## config.mk

```make
export PLATFORM = sky130hd
export DESIGN_NAME = qvt_cordic
export DESIGN_NICKNAME = d
export VERILOG_FILES = /design/src/hdl/qvt_pkg.sv /design/src/hdl/qvt_cordic.sv
export SDC_FILE = /design/constraint.sdc
export NUM_CORES = 1
export LEC_CHECK = 0
export CORE_AREA = 3 3 216 218
export DETAILED_ROUTE_END_ITERATION = 7
export DIE_AREA = 0 0 219 221
export DONT_BUFFER_PORTS = 1
export PLACE_DENSITY_LB_ADDON = 0.2
export SLEW_MARGIN = 25
export SYNTH_ARGS = -nofsm -noshare
export SYNTH_HDL_FRONTEND = slang
export SYNTH_SLANG_ARGS = --single-unit
```

## constraint.sdc

```tcl
create_clock -name clk -period 11 [get_ports clk]
set_input_delay 1.1 -clock clk [delete_from_list [all_inputs] [get_ports clk]]
set_output_delay 1.1 -clock clk [all_outputs]
set_load 0.1 [all_outputs]
```

## src/hdl/qvt_pkg.sv

```systemverilog
`default_nettype none
// ----------------------------------------------------------------------------
// qvt_pkg
// Types, constants and the CORDIC arctangent table of the quad vertex
// transform, and a 32-bit saturation helper.
// ----------------------------------------------------------------------------
package qvt_pkg;

	localparam int NUM_VERTICES_DEF = 4;
	localparam int CORDIC_STEPS_DEF = 16;
	localparam int ATAN_LEN         = 24;

	localparam logic signed [33:0] CORDIC_GAIN_INV = 34'sd652032874;
	localparam logic signed [33:0] Q30_ONE         = 34'sd1073741824;
	localparam logic signed [34:0] DEG_Q7_TO_RAD   = 35'sd9595049034;

	typedef enum logic [1:0] {
		REQ_LOAD      = 2'd0,
		REQ_SCALE     = 2'd1,
		REQ_TRANSLATE = 2'd2,
		REQ_ROTATE    = 2'd3
	} req_t;

	typedef enum logic [3:0] {
		ST_IDLE,
		ST_ANGLE,
		ST_RAD,
		ST_CORDIC,
		ST_FIX,
		ST_MUL_A,
		ST_MUL_B,
		ST_MUL_C,
		ST_MUL_D,
		ST_SUM,
		ST_OUT
	} state_t;

	typedef struct packed {
		logic [1:0]  req_type;
		logic [1:0]  vertex_index;
		logic [31:0] load_x;
		logic [31:0] load_y;
		logic [31:0] scale_factor;
		logic [31:0] shift_x;
		logic [31:0] shift_y;
		logic [16:0] angle_degrees;
	} in_item_t;

	typedef struct packed {
		logic [1:0]  out_index;
		logic [31:0] vertex_x;
		logic [31:0] vertex_y;
		logic        last_vertex;
		logic        clipped;
	} out_item_t;

	function automatic logic signed [31:0] atan_q30(input logic [4:0] i);
		case (i)
			5'd0:  atan_q30 = 32'sd843314857;
			5'd1:  atan_q30 = 32'sd497837829;
			5'd2:  atan_q30 = 32'sd263043837;
			5'd3:  atan_q30 = 32'sd133525159;
			5'd4:  atan_q30 = 32'sd67021687;
			5'd5:  atan_q30 = 32'sd33543516;
			5'd6:  atan_q30 = 32'sd16775851;
			5'd7:  atan_q30 = 32'sd8388437;
			5'd8:  atan_q30 = 32'sd4194283;
			5'd9:  atan_q30 = 32'sd2097149;
			5'd10: atan_q30 = 32'sd1048576;
			5'd11: atan_q30 = 32'sd524288;
			5'd12: atan_q30 = 32'sd262144;
			5'd13: atan_q30 = 32'sd131072;
			5'd14: atan_q30 = 32'sd65536;
			5'd15: atan_q30 = 32'sd32768;
			5'd16: atan_q30 = 32'sd16384;
			5'd17: atan_q30 = 32'sd8192;
			5'd18: atan_q30 = 32'sd4096;
			5'd19: atan_q30 = 32'sd2048;
			5'd20: atan_q30 = 32'sd1024;
			5'd21: atan_q30 = 32'sd512;
			5'd22: atan_q30 = 32'sd256;
			5'd23: atan_q30 = 32'sd128;
			default: atan_q30 = 32'sd0;
		endcase
	endfunction

	function automatic logic [31:0] sat32(input logic signed [47:0] v, output logic clip);
		clip = 1'b0;
		sat32 = v[31:0];
		if (v > 48'sd2147483647) begin
			clip = 1'b1;
			sat32 = 32'h7fff_ffff;
		end else if (v < -48'sd2147483648) begin
			clip = 1'b1;
			sat32 = 32'h8000_0000;
		end
	endfunction

endpackage : qvt_pkg
`default_nettype wire

```

## src/hdl/qvt_cordic.sv

```systemverilog
`default_nettype none
// ----------------------------------------------------------------------------
// qvt_cordic
// Iterative CORDIC in rotation mode: one micro-rotation per cycle, shared
// shifters and adders. Takes a Q4.30 angle, gives clamped cosine and sine.
// ----------------------------------------------------------------------------
module qvt_cordic #(
	parameter int CORDIC_STEPS = qvt_pkg::CORDIC_STEPS_DEF
) (
	input  wire                      clk,
	input  wire                      arst_n,
	input  wire                      start,
	input  wire logic signed [33:0]  angle,
	input  wire                      negate,
	output logic                     done,
	output logic signed [33:0]       cos_val,
	output logic signed [33:0]       sin_val
);
	import qvt_pkg::*;

	localparam int STEPS = (CORDIC_STEPS < ATAN_LEN) ? CORDIC_STEPS : ATAN_LEN;

	logic signed [33:0] x_q, y_q, z_q, nx, ny, nz;
	logic [4:0]         i_q;
	logic               busy_q, neg_q;

	always_comb begin
		if (!z_q[33]) begin
			nx = x_q - (y_q >>> i_q);
			ny = y_q + (x_q >>> i_q);
			nz = z_q - 34'(atan_q30(i_q));
		end else begin
			nx = x_q + (y_q >>> i_q);
			ny = y_q - (x_q >>> i_q);
			nz = z_q + 34'(atan_q30(i_q));
		end
	end

	always_ff @(posedge clk or negedge arst_n) begin
		if (!arst_n) begin
			busy_q <= 1'b0;
			done   <= 1'b0;
			i_q    <= '0;
		end else begin
			done <= 1'b0;
			if (start) begin
				busy_q <= 1'b1;
				i_q    <= '0;
			end else if (busy_q) begin
				i_q <= i_q + 5'd1;
				if (i_q == 5'(STEPS - 1)) begin
					busy_q <= 1'b0;
					done   <= 1'b1;
				end
			end
		end
	end

	always_ff @(posedge clk) begin
		if (start) begin
			x_q   <= CORDIC_GAIN_INV;
			y_q   <= '0;
			z_q   <= angle;
			neg_q <= negate;
		end else if (busy_q) begin
			x_q <= nx;
			y_q <= ny;
			z_q <= nz;
		end
	end

	logic signed [33:0] xf, yf;
	always_comb begin
		xf = neg_q ? -x_q : x_q;
		yf = neg_q ? -y_q : y_q;
		cos_val = (xf > Q30_ONE) ? Q30_ONE : ((xf < -Q30_ONE) ? -Q30_ONE : xf);
		sin_val = (yf > Q30_ONE) ? Q30_ONE : ((yf < -Q30_ONE) ? -Q30_ONE : yf);
	end
endmodule : qvt_cordic
`default_nettype wire

```

==> metrics, run 1 <==
status=completed; CP Launch Type=flip-flop; total number of vias=19644; main flop type after synthesis=dfxtp_1; Clock Root Buffer=clkbuf_16; vias in the first global route=18915; leading cell types in the layout, fill and taps excluded=nand2_1 (265), nor2_1 (231), a21oi_1 (186); Max FO, Critical Path=64; total gr overflow=0; YS warnings=0; residual DRC count=0; Sink Count=110; unrepaired setup endpoints after global routing=false; post-DP HPWL=54300 um; syn_area_per_cell=7.51 sq um; Setup Viol. Count Final=0; H-Tree Depth=3; register-to-register setup slack=3.32 ns; CP required=11.31 ns; Clock Pin Slew Worst Setup and Hold Paths=0.10 ns; # hold bufs at CTS=0; total wire length=72500 um; Mapped Nets=2730; row count=78; Worst Setup Path Type=reg2reg; post-synthesis register bit count=110; clk_lat worst skew=0.43 ns; CP arrival=8.00 ns; Post-Syn Area=0.0193 sq mm; global-route wire length before repair=112000 um; vias per inst=6.51; EDFF count, synth=35; min cycle time layout=7.68 ns; number of library cell types mapped by synthesis=93; First DRT Iteration DRCs=1874; DRT Pass-1 Iters=8; die span in x=219 um; Async SR Flop Fraction=6.36%; dpl ws=3.47 ns; postcts setup bufs=0; setup ws final=3.32 ns; Port Buffers=0; initial antenna violation count=1; filler instances=4665; commonest non-fill, non-tap cell in the layout=nand2_1; Final Max Tran Viols=0; fin crit share=69.9%; fmax=130 MHz; Slew headroom=26.9%; Ports=107; Seq/Total Area, Yosys=13.4%; CTS tree=built; Core Region=0.0451 sq mm; final hold vios=0; Die ar.=0.0484 sq mm; Syn Inst Count=2568; maximum number of pins on one net before global-route repair=119; Area Growth Syn to Fin=3.78%; crit path capture type=flip-flop; Die H=221 um; Tightest Pin Transition=1.09 ns; final antenna-violating net count=0; clk_skew=0.0279 ns; Routed WL per cell=24.0 um; setup TNS=0 ns; starting density of the core=42.8%; worst min-delay path class=in2async; Post-Place Cell Area=0.0197 sq mm; Final nets=2574; max_cap viols=0; Min Hold Slack=0.349 ns; layout cells sized above 1=10.8%; CTS-repair resized insts=0; cell area after layout=0.0200 sq mm; GP Congestion=1.01; Clock Tree Buf Depth=2; CTS Buf Count=9; GRT Total Usage=29.4%
## flip-flops by register name (all words and copies together), names as in the netlist
| signal | cells |
|---|---|
| busy_q | 1 |
| done | 1 |
| i_q | 5 |
| neg_q | 1 |
| x_q | 34 |
| y_q | 34 |
| z_q | 34 |
## kinds of logic after synthesis
| family | synth area share (%) |
|---|---|
| buffers and inverters | 5.43 |
| AOI/OAI and AO/OA | 25.1 |
| xor gates and xnor gates | 10.9 |
| DFF | 13.4 |
| and+or+nand+nor | 21.2 |
| adders and majority gates | 8.16 |
| muxes | 15.8 |
## final timing paths
path                             start  depth (start not counted)       to
worst max-delay path            i_q[2]                         21  x_q[33]
worst min-delay path            arst_n                          0   i_q[0]
worst max register to register  i_q[2]                         21  x_q[33]
worst min register to register  y_q[0]                          2   y_q[0]
max in group asynchronous       arst_n                          0   i_q[3]
min in group clk                y_q[0]                          2   y_q[0]
## worst max-delay path, stage by stage (launching register included)
cell and delay (ns):
dfrtp_4 0.93, buf_4 0.61, mux4_2 0.44, a222oi_1 0.57, o22ai_1 0.18, nor3_1 0.47, and3b_1 0.27, or3b_1 0.52
nor4b_2 0.71, nand2_1 0.17, nor2_1 0.22, nor2_1 0.07, xor2_1 0.16, ha_1 0.38, and4_1 0.29, nor2b_1 0.16
a31o_2 0.11, a31oi_1 0.05, a21oi_1 0.28, or4b_1 0.47, o311ai_1 0.10, mux2_1 0.35
## synthesized netlist by cell type, drive strengths merged (7+ instances only)
library cell / number / area share [%]
a31oi: 43 / 1.4
or3: 28 / 0.91
buf: 70 / 1.7
nor2: 292 / 5.7
clkbuf: 133 / 2.6
a22oi: 15 / 0.58
or4: 8 / 0.33
mux2: 48 / 2.8
nor3b: 11 / 0.43
xor2: 126 / 5.7
inv: 53 / 1.0
o22ai: 38 / 1.2
edfxtp: 35 / 5.5
and3: 19 / 0.62
a211oi: 33 / 1.3
nor3: 35 / 0.93
a21oi: 189 / 4.9
xnor2: 115 / 5.2
nor4: 13 / 0.50
mux4: 65 / 7.6
o21a: 26 / 1.0
a221o: 9 / 0.47
nand4: 19 / 0.62
o211ai: 13 / 0.51
or2: 15 / 0.49
o32ai: 10 / 0.45
o221ai: 7 / 0.32
ha: 121 / 7.9
a211o: 10 / 0.45
a311oi: 10 / 0.45
o21bai: 12 / 0.47
o32a: 7 / 0.36
o21ai: 169 / 4.4
a32oi: 14 / 0.64
nor2b: 44 / 1.4
and2: 28 / 0.91
nand2b: 35 / 1.1
o31ai: 24 / 0.93
nand3: 39 / 1.0
mux2i: 104 / 5.4
a22o: 9 / 0.41
nand2: 265 / 5.2
dfxtp: 68 / 7.1
dfrtp: 7 / 0.91
a21o: 49 / 1.9
## routing by layer
metal  vias to the layer above  track usage, %  share of wire, %
li1                       9113               -                 -
met1                      9498            37.9                42
met2                       841            47.5                46
met3                       192            4.97               7.5
met4                         0            14.6               5.3
met5                         -               0                 0
## stage by stage
| step | std cells | util [%] |
|---|---|---|
| 2_1_floorplan | 2568 | - |
| 3_3_place_gp | 3000 | 43.6 |
| 3_5_place_dp | 3000 | 43.6 |
| 4_1_cts | 3016 | 44.3 |
| 5_1_grt | 3017 | 44.4 |
| 6_report | 3019 | 44.4 |
## layout make-up
type | instances | area, sq um | share of cell area, %
multi-input cells | 2199 | 15800 | 79.1
flip-flops and latches | 110 | 2600 | 13.0
diodes | 2 | 5.00 | 0.0250
repair buffers | 36 | 290 | 1.45
inverters | 56 | 210 | 1.05
clock inverters | 6 | 75.1 | 0.375
well taps | 600 | 751 | 3.75
clock buffers | 10 | 239 | 1.19
Power of run 1 is left out: the tool's default activity adds up to more than one toggle a clock period on the data nets, which glitch-free logic cannot reach.
==> run 2, diff against run 1 <==
==> constraint.sdc (replaced) <==
create_clock -name clk -period 7 [get_ports clk]
set_input_delay 0.7 -clock clk [delete_from_list [all_inputs] [get_ports clk]]
set_output_delay 0.7 -clock clk [all_outputs]
set_load 0.1 [all_outputs]
==> metrics, run 2 (synthesized netlist as in run 1, its figures left out) <==
status=completed; Port Buffers=0; top flop regs=x_q: 34 flops, y_q: 34 flops, z_q: 34 flops; total gr overflow=0; Ports=107; leading cell types in the layout, fill and taps excluded=nand2_1 (265), nor2_1 (231), a21oi_1 (186); worst min-delay path class=in2reg; die span in x=219 um; Final Max Tran Viols=0; Die H=221 um; Routed WL per cell=23.5 um; max_cap viols=0; layout cells sized above 1=15.1%; setup ws final=0.425 ns; Sink Count=110; First DRT Iteration DRCs=2053; dpl ws=0.362 ns; Tightest Pin Transition=1.09 ns; Core Region=0.0451 sq mm; fmax=152 MHz; worst r2r dst=x_q[31]; Clock Root Buffer=clkbuf_16; CP required=7.31 ns; CTS tree=built; row count=78; initial antenna violation count=1; global-route wire length before repair=113000 um; starting density of the core=42.8%; Setup Viol. Count Final=0; Slew headroom=27.2%; GP Congestion=1.06; Final nets=2701; clk_lat worst skew=0.42 ns; H-Tree Depth=3; R2R depth=22; crit path capture type=flip-flop; setup TNS=0 ns; min cycle time layout=6.57 ns; unrepaired setup endpoints after global routing=false; Area Growth Syn to Fin=8.97%; final antenna-violating net count=0; clk_skew=0.0240 ns; maximum number of pins on one net before global-route repair=119; Max FO, Critical Path=17; commonest non-fill, non-tap cell in the layout=nand2_1; DRT Pass-1 Iters=7; vias in the first global route=18990; vias per inst=6.38; Clock Pin Slew Worst Setup and Hold Paths=0.10 ns; Worst Setup EP=x_q[31]; Die ar.=0.0484 sq mm; fin crit share=93.9%; Crit. Startpoint=y_q[31]; post-DP HPWL=56800 um; Clock Tree Buf Depth=2; final hold vios=0; reg2reg start=y_q[31]; Worst Setup Path Type=reg2reg; total number of vias=20062; CP arrival=6.89 ns; ant diodes=0; CTS Buf Count=9; register-to-register setup slack=0.43 ns; GRT Total Usage=29.8%; CP Launch Type=flip-flop; total wire length=74000 um; residual DRC count=0
run 2: changes by cell type in the layout (fill, tap and decap cells not counted), moves of 2 or more:
cell / before / now
buf_12: 0 / 8
a21oi_2: 1 / 3
buf_4: 35 / 153
a21oi_4: 2 / 0
diode_2: 2 / 0
run 2: cell type report:
type                       instances  area [sq um]
timing repair buffer             163          1350
inverter                          56           214
multi-input combinational       2199         15800
clock inverter                     6          45.0
clock buffer                      10           229
tap                              600           751
fill                            4576         24100
sequential                       110          2600
run 2: timing repair:
item	CTS	global route
setup buffers	0	4
resized for setup	0	2
hold buffers	1	0
hold endpoints to repair	7	0
setup endpoints to repair	0	9
run 2: critical path, cell delays in order, from the launching register on:
cell,delay [ns]
dfxtp_1,0.60
mux4_2,0.61
a222oi_1,0.42
buf_4,0.20
nor2_1,0.05
a211oi_2,0.39
and3b_1,0.27
or3b_1,0.54
nor2_1,0.26
a41oi_1,0.17
xnor2_1,0.16
ha_1,0.34
a21oi_1,0.13
o21ai_0,0.15
nor4_1,0.33
o31a_1,0.28
nor2_1,0.12
o21bai_1,0.23
o21ai_0,0.20
a31o_2,0.33
a311oi_1,0.36
xnor2_1,0.13
a22o_1,0.20
run 2: worst min-delay path by stage:
stage	slack, ns	startpoint	depth (start not counted)	endpoint
final	0.36	start	1	y_q[4]
after floorplan	0.40	arst_n	0	busy_q
after global routing	0.34	start	1	y_q[2]
after detailed placement	0.41	arst_n	0	i_q[2]
after CTS	0.33	start	1	y_q[4]
after global placement	0.41	arst_n	0	i_q[1]
run 2: layer usage:
| metal | global-route usage (%) | vias to the layer above | part of all wire [%] |
|---|---|---|---|
| li1 | - | 9387 | - |
| met1 | 39.1 | 9511 | 42 |
| met2 | 48.0 | 950 | 45 |
| met3 | 4.44 | 212 | 7.6 |
| met4 | 14.5 | 2 | 5.4 |
| met5 | 0 | - | 0.018 |
run 2: through the flow:
| stage | hold WS (ns) | instances | area [sq um] | util, % |
|---|---|---|---|---|
| 2_1_floorplan | 0.404 | 2568 | 19300 | - |
| 3_3_place_gp | 0.405 | 3123 | 20700 | 45.8 |
| 3_5_place_dp | 0.405 | 3123 | 20700 | 45.8 |
| 4_1_cts | 0.329 | 3140 | 20900 | 46.4 |
| 5_1_grt | 0.344 | 3144 | 21000 | 46.6 |
| 6_report | 0.361 | 3144 | 21000 | 46.6 |
Power of run 2 is left out for the same reason.
